[config.mk]
export PLATFORM = sky130hd
export DESIGN_NAME = fce_sqrt_cell
export DESIGN_NICKNAME = d
export VERILOG_FILES = /design/src/sv/fce_sqrt_cell.sv
export SDC_FILE = /design/constraint.sdc
export NUM_CORES = 1
export LEC_CHECK = 0
export BUFFER_PORTS_ARGS = -buffer_cell sky130_fd_sc_hd__buf_2
export CAP_MARGIN = 20
export CORE_ASPECT_RATIO = 0.75
export CORE_MARGIN = 1.5
export CORE_UTILIZATION = 49
export DETAILED_ROUTE_END_ITERATION = 12
export MAX_ROUTING_LAYER = met4
export PLACE_DENSITY = 0.85
export RECOVER_POWER = 25
export SYNTH_ARGS = -nofsm -noshare
export SYNTH_HDL_FRONTEND = slang
export SYNTH_SLANG_ARGS = --single-unit
[constraint.sdc]
create_clock -name clk -period 3.45 [get_ports clk]
set_input_delay 0.1725 -clock clk [delete_from_list [all_inputs] [get_ports clk]]
set_output_delay 0.1725 -clock clk [all_outputs]
set_load 0.005 [all_outputs]
[src/sv/fce_sqrt_cell.sv]
// One digit of a restoring integer square root; BIT selects the radicand pair.
module fce_sqrt_cell #(
  parameter int BIT = 31
) (
  input  logic        clk,
  input  logic        en,
  input  logic [63:0] s_in,
  input  logic [34:0] rem_in,
  input  logic [31:0] root_in,
  output logic [63:0] s_out,
  output logic [34:0] rem_out,
  output logic [31:0] root_out
);
  logic [63:0] s_r;
  logic [34:0] rem_r, rem_nxt;
  logic [31:0] root_r, root_nxt;
  logic [34:0] t, trial;

  always_comb begin
    t     = {rem_in[32:0], s_in[2*BIT+1 -: 2]};
    trial = {1'b0, root_in, 2'b01};
    if (t >= trial) begin
      rem_nxt  = t - trial;
      root_nxt = {root_in[30:0], 1'b1};
    end else begin
      rem_nxt  = t;
      root_nxt = {root_in[30:0], 1'b0};
    end
  end

  always_ff @(posedge clk) begin
    if (en) begin
      s_r    <= s_in;
      rem_r  <= rem_nxt;
      root_r <= root_nxt;
    end
  end

  assign s_out    = s_r;
  assign rem_out  = rem_r;
  assign root_out = root_r;
endmodule

== Word-level counts from Yosys, hierarchy flattened ==
Cells that the tools add are included.

* Register bits: 131
* Bits of input ports: 133
* Logic and storage cells: 7
* Output and inout bits: 131

* $add $sub $neg: 1
* Order comparisons: 1
* Multiplexer cells: 2

{| class="wikitable"
|+ Operators with widths
! cell !! count
|-
| $ge A35 B34 Y1 || 1
|-
| $mux W35 || 1
|-
| $sub A35 B34 Y35 || 1
|-
| $mux W1 || 1
|}

== Longest topological paths before layout ==
* Depth in word-level cells: 2
* Gate-level depth with buffers: 13
* Gate-level depth less buffers: 10

== Worst setup path after synthesis ==
No wires, ideal clock.

* Kind: in2reg
* Start: in root_in[5]
* End: reg rem_r[28] (netlist: rem_out[28]) (data pin)
* Path slack: 979 ps
* Setup time: 260 ps
* Path buffers: 0
* Stages: 10
* Arrival: 2,212 ps
* Required time: 3,190 ps
* Path through: inv_1 > ha_1 > a211oi_1 > o21bai_1 > nor4_2 > o21ai_2 > a211oi_1 > o221ai_1 > xnor2_1 > mux2_2

* Word-level cells in the longest chain between the ends: 2
* Elaborated cells between the ends (all ways): 3
* Classes of those cells: add/sub: 1; order compare: 1; mux: 1

{| class="wikitable"
|+ Ends and longest elaborated chain
! element !! RTL line !! text
|-
| start: declaration || 9 || <nowiki>input logic [31:0] root_in,</nowiki>
|-
| $sub A35 B34 Y35 / $ge A35 B34 Y1 (equally long branches) || 23, 22 ||
|-
| $mux W35 (*) || 22 || <nowiki>if (t >= trial) begin</nowiki>
|-
| net rem_nxt[28] || 15 || <nowiki>logic [34:0] rem_r, rem_nxt;</nowiki>
|-
| end signal: assignment || 34 || <nowiki>rem_r <= rem_nxt;</nowiki>
|-
| end: declaration || 15 ||
|}

The timed path passes the listed nets; every way through them passes the cells marked *.
A chain may end at the register's enable or synchronous reset.

== Worst setup path in the final report ==
* Start: in root_in[18]
* End: reg rem_r[14] (netlist: rem_out[14]) (data pin)

* Word-level cells in the longest chain between the ends: 2

{| class="wikitable"
|+ Ends and longest elaborated chain
! element !! RTL line
|-
| $ge A35 B34 Y1 || 22
|-
| $mux W35 || 22
|-
| net rem_nxt[14] || 15
|}

The timed path passes the listed nets, and every way through them passes these cells.

==> qor.yml <==
min-delay-start: "rem_in[11]"
fin_crit_sh: 0.912
gp_congestion: 0.827
ir_drop_uv: 400
hold_path.class: "input port to flop"
synth.distinct_cells: 59
critPathCaptureType: "flop"
stdcell_count: 1044
mostFrequentLayoutCells: "buf_2 (232), edfxtp_1 (131), dlygate4sd3_1 (95), inv_1 (46), a21oi_1 (46)"
start_kind: "input port"
ant_nets: 0
layout_commonest_cell: "buf_2"
slowest_stage: "dlygate4sd3_1"
post-cts-setup-buffers: 0
grt_max_degree: 132
fp-row-count: 35
finalSetupTns_ps: 0
cts.sinks: 131
worst-setup-path-type: "input port to flop"
drt-wirelength-per-cell_um: 20.7
fin_nets: 1032
rsz0062_at_grt: "false"
initial_core_util: 0.510
grt_pass1_vias: 5680
leakage_nw: 4.08
drv_slew: 28
track_usage: 0.322
netlist_area_um2: 6370
cp.arrival_ps: 3320
fin_ws_ps: 304
finalCriticalPeriod_ps: 3150
max-cap-violations: 1
routed_wl_um: 21600
drt_iter0_drc: 448
ys_warn_count: 0
drt_pre_antenna_iters: 5
p_per_area_nw_per_um2: 516
cpPeakStageDelay_ps: 520
synth_seq_cells: 131
syn2layout_area_growth_pct: 47.5
num_vias: 5716
syn_nets: 665
die_y_um: 102
grt_pass1_wl_um: 31500
cts_inserted_buffers: 17
slew_headroom: -0.0989
io_buffers: 261
run_status: "finished with violations"
critPathBufInv: 4
clock.fmax_mhz: 318
place_ws_ps: 487
die_area_um2: 13700
post_cts_resized: 0
tightest_slew_ps: 1650
layout-drive-gt1-share: 0.328
cts_root_buf: "clkbuf_16"
synthArstFlopShare: 0
finalHoldViolations: 0
antenna_found_initial: 0
synth-edff-count: 131
overflow: 0
clockBufferDepth: 2
critPathTopFamily: "buffers and inverters"
path_max_fanout: 57
clkTransAtPathRegs_ps: 60
startpoint: "root_in[18]"
die_w_um: 135
drc: 0
dp_cells: 916
core_area_um2: 12500
worstPathCellList: "dlygate4sd3_1 -> clkbuf_1 -> inv_1 -> ha_1 -> and4_1 -> nand2b_1 -> or3_1 -> a211oi_2 -> o31ai_2 -> o21ai_4 -> buf_12 -> mux2_2"
ys_seq_area_frac: 0.618
via_per_inst: 5.48
synth_area_per_cell_um2: 12.8
htreeDepth: 4
antennaDiodeCount: 0
ys.flop_type: "edfxtp_1"
ios: 264
required_ps: 3630
dpl.hpwl_um: 13000
cts_tree: "done"
finalSetupViolations: 0
violations: "capacitance limit, slew limit"
fillCellCount: 770
synthCells: 498
flip-flops by register name, summed over array words and instances (netlist names):
| name | flops |
|---|---|
| s_out | 64 |
| root_out | 32 |
| rem_out | 35 |
layer usage:
metal  routed length (µm)  GRT usage  vias to the layer above
met2                10300      0.510                      367
met5                    0          -                        -
met4                  782      0.141                        0
met3                 2080     0.0991                       64
li1                     -          -                     2606
met1                 8420      0.383                     2679
final cells by class:
cell class / count / area, µm² / share of cell area
Sequential cell: 131 / 3930 / 0.419
Clock inverter: 15 / 180 / 0.0192
Tap cell: 166 / 208 / 0.0221
Clock buffer: 17 / 425 / 0.0453
Inverter: 46 / 173 / 0.0184
Multi-Input combinational cell: 310 / 2190 / 0.234
Timing Repair Buffer: 359 / 2280 / 0.242
worst paths after layout:
check                endpoint  depth (start not counted)
setup / recovery  rem_out[14]                         12
hold / removal    rem_out[13]                          2
repair_timing:
item	in CTS	in global routing
setup endpoints to repair	0	0
hold buffers	95	0
endpoints found under the hold margin	95	0
cell families (layout without fill, tap and decap cells):
logic type / count (synthesis) / after routing / synth area share
compound gates: 121 / 121 / 0.127
xor+xnor: 31 / 31 / 0.0426
fa+ha+maj: 34 / 34 / 0.0668
buf+inv: 57 / 437 / 0.0387
flops: 131 / 131 / 0.618
mux: 14 / 14 / 0.0248
simple gates: 110 / 110 / 0.0823
synth_stat cells (all sizes together), types with 2 or more instances:
cell type    n  area share
a311oi       3      0.0041
o21ai       22       0.018
o211ai       6      0.0079
nand4        9      0.0088
mux2        11       0.020
clkbuf       2      0.0014
a21boi       2      0.0024
and3         5      0.0049
o21bai       3      0.0035
nor2        45       0.027
edfxtp     131        0.62
xor2        10       0.014
nor4         4      0.0049
a31oi        3      0.0029
nor3        10      0.0079
xnor2       21       0.029
a21oi       50       0.042
o21a         3      0.0035
or3          4      0.0039
o31a         3      0.0041
buf          9       0.010
nand3        2      0.0016
ha          34       0.067
inv         46       0.027
a211oi       4      0.0055
nor2b        4      0.0039
a21o         8      0.0094
mux2i        3      0.0047
o31ai        2      0.0053
and4         2      0.0028
nand2       20       0.012
or2          2      0.0020
power by group:
| group | switching [mW] | internal [mW] | leakage, nW | total, mW |
|---|---|---|---|---|
| registers | 0.0538 | 1.95 | 1.28 | 2.00 |
| logic | 0.507 | 0.437 | 2.49 | 0.945 |
| clock network | 0.755 | 1.14 | 0.299 | 1.90 |
| total | 1.32 | 3.53 | 4.08 | 4.85 |
stage by stage:
step                hold WS (ps)  utilization  power [mW]  instance area (µm²)
floorplan                    271            -        2.45                 6370
global placement             351        0.629        2.81                 7850
detailed placement           351        0.629        2.83                 7850
CTS                         43.8        0.754        4.79                 9410
global route                43.7        0.752        5.01                 9390
finish                      52.4        0.752        4.85                 9390
Power figures use the tool's default switching activity.
