`src/sv/fce_div_cell.sv`:
```
// One step of restoring division: brings in numerator bit POS, emits one quotient bit.
module fce_div_cell #(
  parameter int RW  = 32,
  parameter int NW  = 48,
  parameter int QW  = 17,
  parameter int POS = 0
) (
  input  logic          clk,
  input  logic          en,
  input  logic [NW-1:0] n_in,
  input  logic [RW-1:0] rem_in,
  input  logic [RW-1:0] d_in,
  input  logic [QW-1:0] q_in,
  output logic [NW-1:0] n_out,
  output logic [RW-1:0] rem_out,
  output logic [RW-1:0] d_out,
  output logic [QW-1:0] q_out
);
  logic [NW-1:0] n_r;
  logic [RW-1:0] rem_r, rem_nxt, d_r;
  logic [QW-1:0] q_r, q_nxt;
  logic [RW:0]   t, dx, diff;

  always_comb begin
    t    = {rem_in, n_in[POS]};
    dx   = {1'b0, d_in};
    diff = t - dx;
    if (t >= dx) begin
      rem_nxt = diff[RW-1:0];
      q_nxt   = {q_in[QW-2:0], 1'b1};
    end else begin
      rem_nxt = t[RW-1:0];
      q_nxt   = {q_in[QW-2:0], 1'b0};
    end
  end

  always_ff @(posedge clk) begin
    if (en) begin
      n_r   <= n_in;
      rem_r <= rem_nxt;
      d_r   <= d_in;
      q_r   <= q_nxt;
    end
  end

  assign n_out   = n_r;
  assign rem_out = rem_r;
  assign d_out   = d_r;
  assign q_out   = q_r;
endmodule

```
`config.mk`:
```
export PLATFORM = sky130hd
export DESIGN_NAME = fce_div_cell
export DESIGN_NICKNAME = d
export VERILOG_FILES = /design/src/sv/fce_div_cell.sv
export SDC_FILE = /design/constraint.sdc
export NUM_CORES = 1
export LEC_CHECK = 0
export ABC_AREA = 0
export BUFFER_PORTS_ARGS = -buffer_cell sky130_fd_sc_hd__clkbuf_2
export CAP_MARGIN = 20
export CORE_UTILIZATION = 48
export DETAILED_ROUTE_END_ITERATION = 16
export GPL_ROUTABILITY_DRIVEN = 0
export HOLD_SLACK_MARGIN = 0.08
export PLACE_DENSITY = 0.8
export SLEW_MARGIN = 5
export SYNTH_ARGS = -nofsm -noshare
export SYNTH_HDL_FRONTEND = slang
export SYNTH_SLANG_ARGS = --single-unit
```
`constraint.sdc`:
```
create_clock -name clk -period 3.45 [get_ports clk]
set_clock_uncertainty 0.05 [all_clocks]
set_input_delay 0.5175 -clock clk [delete_from_list [all_inputs] [get_ports clk]]
set_output_delay 0.5175 -clock clk [all_outputs]
set_load 0.1 [all_outputs]
```
* Word-level counts from Yosys, hierarchy flattened
Cells that the tools add are included.
** Operators by class
- Magnitude comparators :: 1
- Multiplexer cells :: 2
- Add/subtract/negate cells :: 1
** Operator list (count)
- 33-bit by 32-bit >= comparator with 1-bit output :: 1
- 32-bit two-way mux :: 1
- 32-bit subtractor :: 1
- 1-bit two-way mux :: 1
** Storage, ports and cells
- Register bits after elaboration :: 129
- Bits of input ports :: 131
- Logic and storage cells :: 8
- Output and inout port bits :: 129

* Logic depth before layout (Yosys ltp)
- Depth in word-level cells :: 2
- Mapped depth :: 13
- Gate-level depth less buffers :: 11

* Worst setup path before layout
No wires, ideal clock.
- Path type :: in2reg
- From :: in d_in[23]
- To :: reg rem_r[14], in the netlist rem_out[14], data pin
- Buffers on the path :: 2
- Arrival time :: 2.609 ns
- Setup slack :: 0.530 ns
- Setup time :: 0.260 ns
- Required time :: 3.140 ns
- Cell stages on the path :: 11
- Cell sequence :: inv_1 -> ha_1 -> buf_6 -> and3_1 -> o21a_1 -> a311oi_2 -> o21ai_1 -> or3b_1 -> o21a_1 -> buf_6 -> mux2_4
** Between the ends
- Longest elaborated chain between the ends :: 2
** Ends and longest elaborated chain
- start: declaration :: line 12 : input logic [RW-1:0] d_in,
- 33-bit by 32-bit >= comparator with 1-bit output :: line 28 : if (t >= dx) begin
- 32-bit two-way mux :: line 28
- named net rem_nxt[14] :: line 20 : logic [RW-1:0] rem_r, rem_nxt, d_r;
- end signal: assignment :: line 40 : rem_r <= rem_nxt;
- end: declaration :: line 20
The timed path passes the listed nets, and every way through them passes these cells.
A chain may end at the register's enable or synchronous reset.

* Worst setup path after layout
- From :: in n_in[0]
- To :: reg rem_r[24], in the netlist rem_out[24], data pin
** Between the ends
- Longest elaborated chain between the ends :: 2
- Elaborated cells between the ends (all ways) :: 3
- Those cells by class :: add/sub (1); order compare (1); mux (1)
** Ends and longest elaborated chain
- start: declaration :: line 10 : input logic [NW-1:0] n_in,
- 32-bit subtractor or 33-bit by 32-bit >= comparator with 1-bit output (tied branches) :: line 27, 28
- 32-bit two-way mux (*) :: line 28
- named net rem_nxt[24] :: line 20
Mark *: on every way through the listed nets, which the timed path passes. The rest lies on a longest branch.

==> summary.md <==
| Metric | Value |
|---|---|
| Run status | `finished, final reports clean` |
| Crit. End Element | `register` |
| Antenna violations before repair | `0` |
| Via density | `5.18` |
| Initial Util | `49.1%` |
| Pin count of the biggest net entering global routing | `66` |
| Most common cell in the synthesized netlist | `edfxtp_1` |
| Worst hold start | `q_in[5]` |
| Fin. max-slew vios | `0` |
| Final WL | `15,800 um` |
| Critical path class | `in -> reg` |
| Count of different cell masters after synthesis | `49` |
| Die Area | `13,400 um2` |
| I/O pins | `260` |
| Syn Area/Cell | `12.7 um2` |
| Switching Share | `39.6%` |
| Worst min-delay path class | `in -> reg` |
| Post-Syn Area | `6200 um2` |
| Diode count | `0` |
| Pre-antenna DRT Iters | `5` |
| Commonest cells in the netlist | `edfxtp_1, a21oi_1, inv_1` |
| PortBufs | `258` |
| EDFF count, synth | `129` |
| Final Hold Vio Count | `0` |
| Setup TNS | `0 ns` |
| DR iter-0 viols | `307` |
| Fin area | `8300 um2` |
| Post-layout min period | `2.98 ns` |
| Leading area contributor after synthesis | `edfxtp_1` |
| Drt wl/cell | `16.8 um` |
| Syn_nets | `652` |
| Total CTS buffers | `17` |
| GR Util All Layers | `24.1%` |
| Clk sinks | `129` |
| CORE AREA | `12,600 um2` |
| Post-CTS Setup Bufs | `0` |
| Layout net count | `921` |
| Max-Slew Margin vs Limit | `47.7%` |
| Hold Buf Count CTS | `0` |
| CTS tree | `yes` |
| Setup violators final | `0` |
| Post-DRT Antenna Nets | `0` |
| Post-synthesis to final-layout area growth | `33.8%` |
| Pleak | `3.78 nW` |
| Layout cells sized above 1 | `40.4%` |
| Max Cap Viol | `0` |
| Clock transition at the registers of the reported paths | `0.06 ns` |
| DP HPWL | `12,000 um` |
| Yosys Warn Count | `0` |
| Hold Path Stages | `1` |
| Post-synthesis cell count | `488` |
| Worst slack, placed | `0.0847 ns` |
| Share of the synthesized area in the top cell type | `62.5%` |
| P_sw | `2.24 mW` |
| Post-synthesis sequential area ratio | `62.5%` |
| Required @ worst endpoint | `3.56 ns` |
| Root buf cell | `clkbuf_16` |
| PostCTS Resize Cnt | `0` |
| H-tree depth | `4` |
| Worst-path maximum fanout | `7` |
| Final worst-path cycle share | `86.3%` |
| Final Util | `65.8%` |
| Clock Tree Buf Depth | `2` |
| Pint | `3.42 mW` |
| Placement Rows | `41` |
| Routed vias | `4,877` |
| Die X | `116 um` |
| Die Y-Extent | `116 um` |
| Post-synthesis async set-or-reset flop share | `0%` |
| Clock share of power | `31.8%` |
| Crit path DAT | `3.09 ns` |
| Combinational share of power | `33.5%` |
| Ys flop type | `edfxtp_1` |
| Crit path launch | `n_in[0]` |
| Cells taking the most area after synthesis | `edfxtp_1, ha_1, a21oi_1` |
| Remaining Overflow, GRT | `0` |
| Power Dens Cells | `683 nW/um2` |
| Post-route setup slack | `0.471 ns` |
| Worst Max-Slew Pin Slew | `0.785 ns` |
| First-pass GRT wire length | `24,000 um` |
| Fmax | `336 MHz` |
| Vias in the first global route | `4,753` |
| Post-synthesis register bit count | `129` |
| Worst VDD drop | `0.308 mV` |
| Flop pwr share | `34.7%` |
| DP Area | `7700 um2` |
| RSZ-0062 raised after global routing | `no` |
| DRC | `0` |
| Startpoint types | `input pin` |
==> through the flow <==
stage                     std cells  hold WS [ns]  power (mW)
after CTS                       942         0.213        5.69
after global routing            942         0.207        5.85
final                           942         0.223        5.66
after floorplan                 488         0.566        3.53
after detailed placement        910         0.646        3.89
after global placement          910         0.646        3.86
==> power by group through the flow <==
| stage | registers [mW] | clock network (mW) | logic [mW] |
|---|---|---|---|
| global placement | 1.99 | 0 | 1.87 |
| finish | 1.96 | 1.80 | 1.90 |
| floorplan | 3.13 | 0 | 0.402 |
| detailed placement | 1.99 | 0 | 1.89 |
| global route | 1.98 | 1.88 | 1.98 |
| CTS | 1.97 | 1.82 | 1.90 |
==> area by class of cell <==
class	count	area, um2
inverter	46	173
fill	974	4320
tap	172	215
sequential	129	3870
clock inverter	13	160
multi-input combinational	296	2040
timing repair buffer	267	1400
clock buffer	19	433
==> worst paths after layout <==
check                     end  slack [ns]
setup / recovery  rem_out[24]        0.47
hold / removal       q_out[6]        0.22
==> layer usage <==
layer  part of all wire, %  vias up  global-route usage [%]
li1                      -     2335                       -
met1                    38     2297                    26.4
met2                    52      208                    42.6
met3                   7.0       37                    7.64
met4                   3.0        0                    11.1
met5                     0        -                       0
==> cells in the final DEF (no fill, tap or decap), types with 5 or more instances in the layout <==
master     count
nand2b_1       7
ha_1          32
nand3_1        8
clkbuf_16     17
mux2_4         8
nand2_1       24
inv_1         46
a21oi_1       54
edfxtp_1     129
xor2_1        10
buf_4          7
nor2_1        37
o31ai_1        7
clkbuf_2     257
o21bai_1       5
o21a_1         5
o21ai_0       17
xnor2_1       16
nand4_1        8
a21o_1         8
==> critical path: stages <==
cell and delay [ns]:
clkbuf_2 0.12, inv_1 0.05, ha_1 0.21, fa_1 0.40, nor2b_1 0.19, o2111ai_1 0.19
a21oi_1 0.28, o31ai_1 0.17, a21oi_2 0.40, a21oi_1 0.12, nand4b_1 0.19, mux2_4 0.27
==> logic make-up after synthesis <==
| logic type | after synthesis | synth area share (%) |
|---|---|---|
| multiplexers | 10 | 2.26 |
| adder cells (fa/ha/maj) | 33 | 6.78 |
| buffers and inverters | 63 | 4.58 |
| XOR/XNOR | 26 | 3.67 |
| flip-flops | 129 | 62.5 |
| AND/OR/NAND/NOR | 107 | 8.43 |
| AO/OA/AOI/OAI | 120 | 11.8 |
==> flip-flops by register name (all words and copies together), names as in the netlist <==
| signal | count |
|---|---|
| n_out | 48 |
| rem_out | 32 |
| d_out | 32 |
| q_out | 17 |
Note: power is estimated with default switching activity, not from simulation.
